File: config.mk
export PLATFORM = sky130hd
export DESIGN_NAME = bmhq_ctrl
export DESIGN_NICKNAME = d
export VERILOG_FILES = /design/src/rtl/bmhq_pkg.sv /design/src/rtl/bmhq_ctrl.sv
export SDC_FILE = /design/constraint.sdc
export NUM_CORES = 1
export LEC_CHECK = 0
export BUFFER_PORTS_ARGS = -buffer_cell sky130_fd_sc_hd__clkbuf_2
export CAP_MARGIN = 20
export CORE_AREA = 2 2 39 41
export CTS_BUF_LIST = sky130_fd_sc_hd__clkbuf_8
export DETAILED_ROUTE_END_ITERATION = 8
export DIE_AREA = 0 0 41 43
export PLACE_DENSITY = 0.54
export SLEW_MARGIN = 25
export SYNTH_ARGS = -nofsm -noshare
export SYNTH_HDL_FRONTEND = slang
export SYNTH_SLANG_ARGS = --single-unit
File: constraint.sdc
create_clock -name clk_i -period 1.5 [get_ports clk_i]
set_input_delay 0.075 -clock clk_i [delete_from_list [all_inputs] [get_ports clk_i]]
set_output_delay 0.075 -clock clk_i [all_outputs]
set_load 0.02 [all_outputs]
File: src/rtl/bmhq_pkg.sv
// ----------------------------------------------------------------------------
// bmhq_pkg
// Shared types, widths and codes of the binary min-heap priority queue.
// ----------------------------------------------------------------------------
`default_nettype none

package bmhq_pkg;

  localparam int unsigned CAPACITY = 1024;

  localparam int unsigned KEY_W = 21;
  localparam int unsigned TAG_W = 16;
  localparam int unsigned STS_W = 2;
  localparam int unsigned OCC_W = 11;

  // Slot numbers run from 1 to CAPACITY, so a count must hold CAPACITY itself.
  localparam int unsigned CNT_W = $clog2(CAPACITY + 1);
  localparam int unsigned KID_W = CNT_W + 1;
  localparam int unsigned IDX_W = $clog2(CAPACITY);

  typedef enum logic [STS_W-1:0] {
    ST_INSERTED = 2'd0,
    ST_REMOVED  = 2'd1,
    ST_EMPTY    = 2'd2,
    ST_FULL     = 2'd3
  } status_e;

  localparam logic ACT_INSERT = 1'b0;
  localparam logic ACT_REMOVE = 1'b1;

  typedef struct packed {
    logic signed [KEY_W-1:0] key;
    logic [TAG_W-1:0]        tag;
  } entry_t;

  typedef enum logic [2:0] {
    OP_NONE,
    OP_START,
    OP_RD_PARENT,
    OP_MOVE_UP,
    OP_PLACE,
    OP_LOAD_LAST,
    OP_RD_KIDS,
    OP_MOVE_DOWN
  } dp_op_e;

  typedef struct packed {
    dp_op_e op;
    logic   load_out;
  } cmd_t;

  typedef struct packed {
    logic full;
    logic empty;
    logic at_root;
    logic parent_gt;
    logic kids_out;
    logic child_lt;
  } sts_t;

endpackage

`default_nettype wire

File: src/rtl/bmhq_ctrl.sv
// ----------------------------------------------------------------------------
// bmhq_ctrl
// Sequencer of the sift-up and sift-down walks and of the handshakes.
// ----------------------------------------------------------------------------
`default_nettype none

module bmhq_ctrl
  import bmhq_pkg::*;
(
  input  wire logic clk_i,
  input  wire logic rst_ni,
  input  wire logic in_valid_i,
  output logic      in_stall_o,
  input  wire logic action_i,
  output logic      out_valid_o,
  input  wire logic out_stall_i,
  output cmd_t      cmd_o,
  input  wire sts_t sts_i
);

  typedef enum logic [2:0] {
    S_IDLE,
    S_UP_CHECK,
    S_UP_CMP,
    S_DN_LOAD,
    S_DN_CHECK,
    S_DN_CMP,
    S_FINISH
  } state_e;

  state_e state_q, state_d;
  logic   out_valid_q, out_valid_d;
  logic   out_free;

  assign out_free = !out_valid_q || !out_stall_i;

  always_comb begin
    state_d      = state_q;
    cmd_o.op     = OP_NONE;
    cmd_o.load_out = 1'b0;
    unique case (state_q)
      S_IDLE: begin
        if (in_valid_i) begin
          cmd_o.op = OP_START;
          if (action_i == ACT_INSERT) begin
            state_d = sts_i.full ? S_FINISH : S_UP_CHECK;
          end else begin
            state_d = sts_i.empty ? S_FINISH : S_DN_LOAD;
          end
        end
      end
      S_UP_CHECK: begin
        if (sts_i.at_root) begin
          cmd_o.op = OP_PLACE;
          state_d  = S_FINISH;
        end else begin
          cmd_o.op = OP_RD_PARENT;
          state_d  = S_UP_CMP;
        end
      end
      S_UP_CMP: begin
        if (sts_i.parent_gt) begin
          cmd_o.op = OP_MOVE_UP;
          state_d  = S_UP_CHECK;
        end else begin
          cmd_o.op = OP_PLACE;
          state_d  = S_FINISH;
        end
      end
      S_DN_LOAD: begin
        cmd_o.op = OP_LOAD_LAST;
        // The count already dropped; nothing is left to rebuild when it is zero.
        state_d  = sts_i.empty ? S_FINISH : S_DN_CHECK;
      end
      S_DN_CHECK: begin
        if (sts_i.kids_out) begin
          cmd_o.op = OP_PLACE;
          state_d  = S_FINISH;
        end else begin
          cmd_o.op = OP_RD_KIDS;
          state_d  = S_DN_CMP;
        end
      end
      S_DN_CMP: begin
        if (sts_i.child_lt) begin
          cmd_o.op = OP_MOVE_DOWN;
          state_d  = S_DN_CHECK;
        end else begin
          cmd_o.op = OP_PLACE;
          state_d  = S_FINISH;
        end
      end
      S_FINISH: begin
        if (out_free) begin
          cmd_o.load_out = 1'b1;
          state_d        = S_IDLE;
        end
      end
      default: begin
        state_d = S_IDLE;
      end
    endcase
    out_valid_d = cmd_o.load_out || (out_valid_q && out_stall_i);
  end

  always_ff @(posedge clk_i or negedge rst_ni) begin
    if (!rst_ni) begin
      state_q     <= S_IDLE;
      out_valid_q <= 1'b0;
    end else begin
      state_q     <= state_d;
      out_valid_q <= out_valid_d;
    end
  end

  assign in_stall_o  = (state_q != S_IDLE);
  assign out_valid_o = out_valid_q;

endmodule

`default_nettype wire

## Word level (Yosys, flattened, before mapping)

Cells that the tools add are included.

- Word-level logic and storage cells: 37
- Input bits: 11
- Register bits: 4
- Output and inout port bits: 6

- Muxes and demuxes: 19
- Equal/unequal tests: 8
- Reduce and logical (&&, ||, !) cells: 8

Operators with widths:

| kind | count |
|---|---|
| 3-bit 2-to-1 mux | 9 |
| 3-bit one-hot mux with 7 select lines | 1 |
| 3-bit one-hot mux with 6 select lines | 1 |
| 2-bit 2-to-1 mux | 5 |
| 3-bit equality test (second input constant) | 3 |
| 3-bit by 2-bit equality test with 1-bit output (second input constant) | 2 |
| 2-bit != test (second input constant) | 2 |
| 3-bit by 1-bit equality test with 1-bit output (second input constant) | 1 |
| 3-bit zero test | 1 |
| 1-bit 2-to-1 mux | 3 |
| 3-bit nonzero test | 1 |
| 1-bit zero test | 2 |
| 1-bit logical OR | 2 |
| 2-bit AND reduction | 1 |
| 1-bit logical AND | 1 |

## Depth between registers and ports, before layout

Gate-level depths: netlist (run 1).

- Depth after elaboration: 5
- Depth in mapped cells: 5
- Mapped depth without buffers: 4

## Worst setup path before layout (run 1)

No wires, ideal clock.

- Path kind: flip-flop to flip-flop
- From: register state_q[1]
- To: register state_q[2]
- Stages on the path, launching flop included: 6
- Buffers on the path: 1
- Path slack: -8 ps
- Arrival time: 1384 ps
- Cell sequence: dfrtp_1 buf_6 or2_0 a21boi_1 o221a_1 or2_1

- Word-level cells in the longest chain between the ends: 3
- Elaborated cells on any way between the ends: 11

RTL lines:

| what | line | text |
|---|---|---|
| start: declaration | bmhq_ctrl.sv:31 | `state_e state_q, state_d;` |
| start signal: assignment | bmhq_ctrl.sv:111 | `state_q <= state_d;` |
| 3-bit equality test / 3-bit zero test (equally long branches) | bmhq_ctrl.sv:41 | `unique case (state_q)` |
| 2-bit != test (no source line) | - |  |
| 2-bit AND reduction (no source line) | - |  |

Parallel ways exist; a longest one is shown, timed or not.
A chain may end at the register's enable or synchronous reset.

==> results of run 1 <==
[final timing paths]
kind | to | depth (start not counted)
max in group asynchronous | state_q[2]$_DFFE_PN0P_ | 2
worst min-delay path | out_valid_o$_DFF_PN0_ | 3
worst max-delay path | cmd_o[3] | 4
min in group asynchronous | state_q[1]$_DFFE_PN0P_ | 2
worst max register to register | state_q[2]$_DFFE_PN0P_ | 4
worst min register to register | out_valid_o$_DFF_PN0_ | 2
[cell type report]
cell class	instances	area, sq um	area share
tap	16	20.0	0.0371
clock buffer	3	41.3	0.0766
multi-input combinational	37	234	0.434
sequential	4	103	0.190
timing repair buffer	23	141	0.262
[where the power goes]
| part | internal [mW] | switching, mW |
|---|---|---|
| clock | 0.171 | 0.0598 |
| combinational | 0.381 | 0.403 |
| sequential | 0.165 | 0.0611 |
| total | 0.718 | 0.524 |
[logic make-up after synthesis]
family | Yosys count
compound gates | 15
buf+inv | 3
mux | 1
flops | 4
simple gates | 21
[registers in the layout, indices dropped and copies added, names as in the netlist]
| register | count |
|---|---|
| out_valid_o | 1 |
| state_q | 3 |
[stage by stage]
| stage | power [mW] | TNS (ns) | util |
|---|---|---|---|
| finish | 1.24 | -0.0183 | 0.390 |
| global placement | 0.894 | 0 | 0.325 |
| CTS | 1.23 | -0.0129 | 0.386 |
| global route | 1.34 | -0.101 | 0.390 |
| detailed placement | 0.890 | 0 | 0.325 |
| floorplan | 0.703 | 0 | - |
[cell usage in the layout, fill, tap and decap left out, types with 2 or more instances in the layout]
cell type / count
dfrtp_1: 2
nand2_1: 3
o21ai_0: 3
nor3b_1: 3
nor2_1: 3
clkbuf_2: 14
o21ai_1: 2
clkbuf_8: 4
nand2b_1: 3
dfrtp_2: 2
buf_2: 2
buf_4: 5
or2_1: 3
a21oi_1: 4
[timing repair]
action | CTS | global route
pin swaps | 3 | 1
buffers inserted | 3 | 0
hold buffers | 1 | 0
hold endpoints to repair | 4 | 0
resized for setup | 5 | 6
setup endpoints to repair | 3 | 5
[worst max-delay path: cells and delay by family (launching register included)]
kind / cells / cell delay, ns
buffers and inverters: 1 / 0.16
DFF: 1 / 0.44
and+or+nand+nor: 1 / 0.26
AOI/OAI and AO/OA: 2 / 0.37
[routing by layer]
layer	track usage	vias to the layer above	share of wire
met5	0	-	0
met2	0.200	12	0.46
met1	0.178	189	0.46
li1	-	209	-
met4	0.100	0	0.025
met3	0.0471	2	0.055
==> metrics.md, run 1 <==
| Metric | Value |
|---|---|
| Critical Path AT | 1.44 ns |
| Die span in x | 41 um |
| Req. time, crit path | 1.42 ns |
| Post-synthesis adder-cell area fraction | 0 |
| Vias in the first global route | 402 |
| Compound-Gate Fraction of Synth Area | 0.266 |
| Gpl congestion | 0.742 |
| DRC | 0 |
| Antenna viol nets, final | 0 |
| IO buf count | 16 |
| Worst r2r src | state_q[1]$_DFFE_PN0P_ |
| Syn Nets | 55 |
| Chip height | 43 um |
| Slowest-stage cell, CP | dfrtp_2 |
| Initial Utilization | 0.248 |
| Unrepaired setup endpoints after global routing | yes |
| Maximum buffer depth of the clock tree | 2 |
| Setup violators final | 1 |
| DP Worst Slack | 0.00257 ns |
| # rows | 14 |
| Crit-path cells | or2_1, a21boi_1, o221a_1, clkbuf_8 |
| Clock Latency Late Sink | 0.22 ns |
| Post-synthesis sequential area ratio | 0.292 |
| Clk_skew | 0.00166 ns |
| Die Footprint | 0.00176 sq mm |
| Yosys top cell area share | 0.292 |
| Main synth FF type | dfrtp_1 |
| Global-route wire length before repair | 1.64 mm |
| Initial antenna violation count | 0 |
| Area Overhead vs Synth | 57.3% |
| Share of cells above drive strength 1 | 0.448 |
| Max VDD drop | 0.784 mV |
| Core Region | 0.00138 sq mm |
| CTS Sinks | 4 |
| Post-layout minimum cycle time | 1.52 ns |
| Design area | 539 sq um |
| GR Util All Layers | 0.144 |
| Setup ws final | -0.0183 ns |
| Fmax | 0.659 GHz |
| CP max FO | 7 |
| Distinct cells, synth | 24 |
| Pins over their slew limit | 0 |
| Clock Tree Root | clkbuf_8 |
| Fin nets | 80 |
| Synth Register Bits | 4 |
| # fillers | 139 |
| Syn Area/Cell | 7.79 sq um |
| Leading post-synthesis cells by cell area | dfrtp_1 (29%), nor3b_1 (6.6%), a21oi_1 (5.8%), o21ai_0 (5.8%), nand2b_1 (5.5%) |
| Max transition margin | 0.850 |
| Post-Synth XOR/XNOR Area | 0 |
| Final hold violations | 0 |
| Placed cells | 76 |
| Critical path endpoint category | primary output |
| Largest family of logic cells by synthesized area | simple AND/OR/NAND/NOR gates |
| Ys async rst share | 1.00 |
| Max-cap violations | 0 |
| H-tree levels | 1 |
| Status | complete, but fails checks |
| Worst min path class | in -> reg |
| Reg clk slew, reported paths | 0.03 ns |
| GRT Residual Overflow | 0 |
| Least-Margin Pin Slew | 0.219 ns |
| Top cells by count, synth | a21oi_1 (4), dfrtp_1 (4), o21ai_0 (4) |
| Hold Worst Slack | 0.0979 ns |
| Reg2reg setup slack | 0.08 ns |
| Post-synthesis mux area share | 0.0292 |
| Routed wire length | 965 um |
| CP Class | reg -> out |
| Final period util | 1.01 |
| Synthesized instance count | 44 |
| Power per cell area | 2300 mW/mm^2 |
| Largest net degree at the start of global routing | 12 |
| Finished Layout Cells | 83 |
| Critical Path Start | state_q[1]$_DFFE_PN0P_ |
| Netlist Area Pre-Place | 343 sq um |
| Simple logic cell fraction of the synthesized area | 0.354 |
| Crit start category | flop |
| Max incr delay on CP | 0.44 ns |
| Number of diodes | 0 |
| Leakage | 0.251 nW |
| 1st-pass router iterations | 4 |
| WL/cell | 11.6 um |
| Area leader, netlist | dfrtp_1 |
| Via count | 412 |
| Failing checks | negative setup slack |
| Io pins | 17 |
| CTS buffer count | 3 |
| Vias/cell | 4.96 |
| Area post-placement | 450 sq um |
| DP HPWL | 685 um |
| EDFF count, synth | 0 |
| Yosys warning count | 0 |
| Hold path startpoint | out_stall_i |
| CTS tree | built |
| 1st-iter DRT viols | 13 |
Power figures use the tool's default switching activity.
==> inputs of run 2 (changes only) <==
--- a/config.mk
+++ b/config.mk
@@ -5,13 +5,15 @@
 export SDC_FILE = /design/constraint.sdc
 export NUM_CORES = 1
 export LEC_CHECK = 0
+export ABC_AREA = 1
 export BUFFER_PORTS_ARGS = -buffer_cell sky130_fd_sc_hd__clkbuf_2
 export CAP_MARGIN = 20
 export CORE_AREA = 2 2 39 41
 export CTS_BUF_LIST = sky130_fd_sc_hd__clkbuf_8
 export DETAILED_ROUTE_END_ITERATION = 8
 export DIE_AREA = 0 0 41 43
-export PLACE_DENSITY = 0.54
+export PLACE_DENSITY = 0.58
+export SKIP_LAST_GASP = 1
 export SLEW_MARGIN = 25
 export SYNTH_ARGS = -nofsm -noshare
 export SYNTH_HDL_FRONTEND = slang
==> run 2 against run 1 <==
  * The flow now finishes without violations
  * Critical path depth grew 3
  * Clock power shrank 6%
  * Fmax grew 3.1%
  * Sequential power grew 14%
  * First-iteration DRC count shrank 69%
  * Synthesized cell count grew 41%
  * Highest routed layer is now met3
==> metrics.md, run 2 <==
| Metric | Value |
|---|---|
| Max transition margin | 0.898 |
| Vias/cell | 4.60 |
| Netlist Area Pre-Place | 393 sq um |
| CTS buffer count | 3 |
| Largest net degree at the start of global routing | 9 |
| Clk_skew | 0.00185 ns |
| Chip height | 43 um |
| Number of diodes | 0 |
| WL/cell | 9.58 um |
| Global-route wire length before repair | 1.44 mm |
| Max VDD drop | 0.541 mV |
| IO buf count | 16 |
| Yosys warning count | 0 |
| Status | finished, final reports clean |
| Share of cells above drive strength 1 | 0.458 |
| Final period util | 0.982 |
| Distinct cells, synth | 18 |
| Simple logic cell fraction of the synthesized area | 0.490 |
| Crit start category | flop |
| 1st-iter DRT viols | 4 |
| Routed wire length | 948 um |
| Post-synthesis mux area share | 0 |
| Fin nets | 96 |
| Most frequent cell after synthesis | nand2_1 |
| Syn Nets | 73 |
| Antenna viol nets, final | 0 |
| Leakage | 0.325 nW |
| Initial Utilization | 0.284 |
| Syn Area/Cell | 6.34 sq um |
| H-tree levels | 1 |
| Top cells by count, synth | nand2_1 (15), nand3_1 (12), inv_1 (9) |
| Post-Synth XOR/XNOR Area | 0 |
| Max-cap violations | 0 |
| # rows | 14 |
| Max incr delay on CP | 0.44 ns |
| Req. time, crit path | 1.42 ns |
| Unrepaired setup endpoints after global routing | yes |
| CTS Sinks | 4 |
| Crit-path leading delay family | flip-flops |
| Largest family of logic cells by synthesized area | simple AND/OR/NAND/NOR gates |
| Initial antenna violation count | 0 |
| Compound-Gate Fraction of Synth Area | 0.111 |
| Leading post-synthesis cells by cell area | dfrtp_1 (25%), nand3_1 (15%), nand2_1 (14%), inv_1 (8.6%), nor2_4 (5.7%) |
| GR Util All Layers | 0.120 |
| Post-synthesis sequential area ratio | 0.255 |
| Die Footprint | 0.00176 sq mm |
| Post-synthesis adder-cell area fraction | 0 |
| Via count | 455 |
| GRT Residual Overflow | 0 |
| Ys async rst share | 1.00 |
| CP Class | reg -> out |
| Critical Path AT | 1.40 ns |
| Top reg by flops | state_q |
| CTS tree | built |
| Area leader, netlist | dfrtp_1 |
| Io pins | 17 |
| Reg clk slew, reported paths | 0.03 ns |
| Power per cell area | 2210 mW/mm^2 |
| Slowest-stage cell, CP | dfrtp_2 |
| Maximum buffer depth of the clock tree | 2 |
| Synth Register Bits | 4 |
| Tot Pwr | 1.27 mW |
| EDFF count, synth | 0 |
| Setup violators final | 0 |
| Main synth FF type | dfrtp_1 |
| Synthesized instance count | 62 |
| Die span in x | 41 um |
| Critical path endpoint category | primary output |
| Post-layout minimum cycle time | 1.47 ns |
| Gpl congestion | 0.819 |
| Area Overhead vs Synth | 46.2% |
| 1st-pass router iterations | 4 |
| Hold Worst Slack | 0.102 ns |
| Worst path buffer plus inverter count | 3 |
| Pins over their slew limit | 0 |
| Least-Margin Pin Slew | 0.153 ns |
| Final hold violations | 0 |
| DRC | 0 |
| Vias in the first global route | 389 |
| Crit-path cells | buf_4, inv_1, nand3_1, nor2_2, nor2_4, o21ai_0, buf_2 |
| Clock Tree Root | clkbuf_8 |
| Worst min path class | in -> reg |
| DP HPWL | 720 um |
| Post-route setup TNS | 0 ns |
| CP max FO | 5 |
| Fmax | 0.679 GHz |
| Yosys top cell area share | 0.255 |
| Core Region | 0.00138 sq mm |
| Most frequent cells in the layout | nand2_1 (14), clkbuf_2 (14), nand3_1 (10) |
| Clock Latency Late Sink | 0.21 ns |
| Largest register FFs | 3 |
[run 2: cell types whose count changed after synthesis, sizes merged, moves of 3 or more]
cell | previous run | this run
nand2 | 3 | 16
nand3 | 0 | 13
inv | 0 | 12
nor2 | 3 | 8
a21oi | 4 | 0
nand2b | 3 | 0
nor3b | 3 | 0
o21ai | 6 | 3
[run 2: logic make-up after synthesis]
group           Yosys count
buf+inv                  13
simple gates             39
compound gates            6
flops                     4
[run 2: worst reg2reg max path: stages, from the launching register on]
cell and delay, ns:
dfrtp_2 0.45, nor2_4 0.17, nand2_2 0.07, or2_1 0.24, buf_4 0.13, a31oi_1 0.14
[run 2: final timing paths]
path / depth (start not counted) / from / to / slack (ns)
hold reg to reg: 2 / out_valid_o$_DFF_PN0_ / out_valid_o$_DFF_PN0_ / 0.50
max in group asynchronous: 2 / rst_ni / state_q[0]$_DFFE_PN0P_ / 1.15
setup reg to reg: 5 / state_q[1]$_DFFE_PN0P_ / state_q[0]$_DFFE_PN0P_ / 0.22
hold / removal: 3 / out_stall_i / out_valid_o$_DFF_PN0_ / 0.10
min in group asynchronous: 2 / rst_ni / out_valid_o$_DFF_PN0_ / 0.22
setup / recovery: 7 / state_q[0]$_DFFE_PN0P_ / cmd_o[3] / 0.03
[run 2: layer usage]
layer,global-route usage,vias to the layer above,wire [um]
li1,-,240,-
met1,0.151,202,420
met2,0.191,13,488
met3,0.0314,0,38
met4,0.0400,0,0
met5,0,-,0
[run 2: layout make-up]
cell class / instances / area (sq um)
multi-input combinational: 45 / 256
clock buffer: 3 / 41.3
tap: 16 / 20.0
inverter: 12 / 45.0
sequential: 4 / 104
timing repair buffer: 19 / 108
fill: 149 / 810
[run 2: what timing repair did]
item	4_1_cts	5_1_grt
pin swaps	0	5
hold buffers	1	0
setup endpoints to repair	1	3
buffers inserted	1	1
resized for setup	2	9
hold endpoints to repair	4	0
[run 2: stage by stage]
step           std cells  setup slack (ns)  instance area [sq um]  utilization
6_report              99            0.0277                    574        0.415
5_1_grt               99           -0.0511                    574        0.415
4_1_cts               98            0.0191                    544        0.393
3_5_place_dp          93             0.178                    482        0.348
3_3_place_gp          93             0.191                    482        0.348
2_1_floorplan         62             0.264                    393            -
[run 2: power by group]
| part | internal (mW) | switching, mW | total (mW) | leakage [nW] |
|---|---|---|---|---|
| sequential | 0.169 | 0.0890 | 0.258 | 0.0468 |
| combinational | 0.301 | 0.491 | 0.792 | 0.257 |
| clock | 0.170 | 0.0465 | 0.217 | 0.0216 |
| total | 0.641 | 0.627 | 1.27 | 0.325 |
==> inputs of run 3 (changes only) <==
--- a/config.mk
+++ b/config.mk
@@ -8,10 +8,11 @@
 export ABC_AREA = 1
 export BUFFER_PORTS_ARGS = -buffer_cell sky130_fd_sc_hd__clkbuf_2
 export CAP_MARGIN = 20
-export CORE_AREA = 2 2 39 41
+export CORE_AREA = 5 5 42 44
 export CTS_BUF_LIST = sky130_fd_sc_hd__clkbuf_8
+export CTS_CLUSTER_DIAMETER = 80
 export DETAILED_ROUTE_END_ITERATION = 8
-export DIE_AREA = 0 0 41 43
+export DIE_AREA = 0 0 47 49
 export PLACE_DENSITY = 0.58
 export SKIP_LAST_GASP = 1
 export SLEW_MARGIN = 25
==> constraint.sdc (replaced) <==
create_clock -name clk_i -period 1.5 [get_ports clk_i]
set_input_delay 0.075 -clock clk_i [delete_from_list [all_inputs] [get_ports clk_i]]
set_output_delay 0.075 -clock clk_i [all_outputs]
set_load 0.05 [all_outputs]
==> run 3 against run 2 <==
  * The run now ends with negative setup slack left
  * Combinational power grew 43%
  * First-iteration DRC count rose to 2.5 times the previous value
  * Routed wire length rose by 17%
  * Critical endpoint is now cmd_o[2]
==> metrics.md, run 3 (synthesis gave the netlist of run 2 again) <==
| Metric | Value |
|---|---|
| Global-route wire length before repair | 1.77 mm |
| Routing usage on met3 | 0.0406 |
| Die span in x | 47 um |
| Most frequent cells in the layout | nand2_1 (15), clkbuf_2 (13), nand3_1 (11) |
| Gpl congestion | 0.781 |
| Antenna viol nets, final | 0 |
| Setup ws final | -0.0253 ns |
| Reg clk slew, reported paths | 0.03 ns |
| Routed wire length | 1.11 mm |
| Largest net degree at the start of global routing | 9 |
| Max VDD drop | 1.51 mV |
| Combinational power share | 0.701 |
| 1st-iter DRT viols | 10 |
| Hold Worst Slack | 0.0859 ns |
| Top Usage Layer GRT | met2 |
| Clock share of power | 0.140 |
| Crit start category | flop |
| GRT Residual Overflow | 0 |
| Worst min path class | in -> reg |
| Max transition margin | 0.815 |
| CTS tree | built |
| Switching share of power | 0.544 |
| Final period util | 1.02 |
| Reg2Reg Depth | 7 |
| Io pins | 17 |
| Post-layout minimum cycle time | 1.53 ns |
| CTS buffer count | 3 |
| Unrepaired setup endpoints after global routing | yes |
| Critical Path Start | state_q[0]$_DFFE_PN0P_ |
| Maximum buffer depth of the clock tree | 2 |
| Worst r2r src | state_q[0]$_DFFE_PN0P_ |
| Critical path endpoint category | primary output |
| IO buf count | 16 |
| Fmax | 0.656 GHz |
| DP Worst Slack | 0.0868 ns |
| Failing checks | negative setup slack |
| Initial antenna violation count | 0 |
| Leakage | 0.336 nW |
| Status | complete, but fails checks |
| CTS Sinks | 4 |
| Power per cell area | 2700 mW/mm^2 |
| Grt met2 use | 0.174 |
| Pins over their slew limit | 0 |
| Number of diodes | 0 |
| DP HPWL | 826 um |
| Vias/cell | 4.67 |
| Flop pwr share | 0.159 |
| Chip height | 49 um |
| Critical Path AT | 1.45 ns |
| CP max FO | 5 |
| Initial Utilization | 0.280 |
| Via count | 472 |
| Top reg by flops | state_q |
| Reg2reg setup slack | 0.30 ns |
| Cell count of the worst hold path | 3 |
| Vias in the first global route | 442 |
| Share of cells above drive strength 1 | 0.435 |
| Cell Int Power | 0.737 mW |
| # rows | 14 |
| H-tree levels | 1 |
| Max-cap violations | 0 |
| CP endpoint | cmd_o[2] |
| Most common cell after layout, fill and taps aside | nand2_1 |
| Core Region | 0.00140 sq mm |
| Final hold violations | 0 |
| Clock Tree Root | clkbuf_8 |
| Met1 usage | 0.118 |
| Reg2reg end | state_q[2]$_DFFE_PN0P_ |
| Req. time, crit path | 1.42 ns |
| GR Util All Layers | 0.104 |
| Largest register FFs | 3 |
| CP Class | reg -> out |
| Fin nets | 98 |
| Area Overhead vs Synth | 52.2% |
| DRC | 0 |
| Switching pwr | 0.879 mW |
| Die Footprint | 0.00230 sq mm |
| Tot Pwr | 1.62 mW |
| Clock Latency Late Sink | 0.22 ns |
| Least-Margin Pin Slew | 0.278 ns |
| WL/cell | 11.0 um |
| Setup violators final | 1 |
| 1st-pass router iterations | 4 |
| Clk_skew | 0.00107 ns |
## run 3: cell types whose count changed in the layout (fill, tap and decap cells not counted), sizes merged
cell,before,now
buf,4,5
clkbuf,17,18
## run 3: critical path, cell delays in order, from the launching register on
cell      delay [ns]
dfrtp_2         0.45
nor2_4          0.12
nand2_1         0.07
or2_1           0.23
o211ai_1        0.13
clkbuf_8        0.23
## run 3: stage by stage
| step | cell area [sq um] | util | instances | TNS [ns] |
|---|---|---|---|---|
| after global placement | 494 | 0.353 | 94 | 0 |
| after detailed placement | 494 | 0.353 | 94 | 0 |
| after global routing | 598 | 0.427 | 101 | -0.150 |
| after CTS | 584 | 0.417 | 100 | -0.00328 |
| final | 598 | 0.427 | 101 | -0.0253 |
| after floorplan | 398 | - | 62 | -0.0337 |
## run 3: cell type report
type                    instances  area [sq um]
clock buffers                   3          41.3
inverters                      12          47.5
well taps                      16          20.0
multi-input cells              45           241
fillers                       154           803
repair buffers                 21           144
flip-flops and latches          4           104
## run 3: worst min-delay path by stage
stage                      startpoint                    end
after floorplan                rst_ni  out_valid_o$_DFF_PN0_
after detailed placement       rst_ni  out_valid_o$_DFF_PN0_
after CTS                 out_stall_i  out_valid_o$_DFF_PN0_
after global placement         rst_ni  out_valid_o$_DFF_PN0_
final                     out_stall_i  out_valid_o$_DFF_PN0_
after global routing      out_stall_i  out_valid_o$_DFF_PN0_
## run 3: routing by layer
layer  vias to the layer above  wire (um)
met5                         -          0
met4                         0          7
met3                         2         90
met2                        17        575
met1                       207        438
li1                        246          -
## run 3: what timing repair did
item / 4_1_cts / 5_1_grt
endpoints found under the setup margin: 3 / 3
setup buffers: 2 / 1
hold buffers: 1 / 0
resized for setup: 8 / 3
pin swaps: 1 / 0
hold endpoints to repair: 4 / 0
## run 3: power groups by stage
stage	Combinational, mW	Sequential (mW)	Clock, mW
finish	1.13	0.256	0.227
global route	1.21	0.262	0.243
CTS	1.08	0.257	0.230
detailed placement	0.956	0.254	0
global placement	0.952	0.253	0
floorplan	0.760	0.263	0
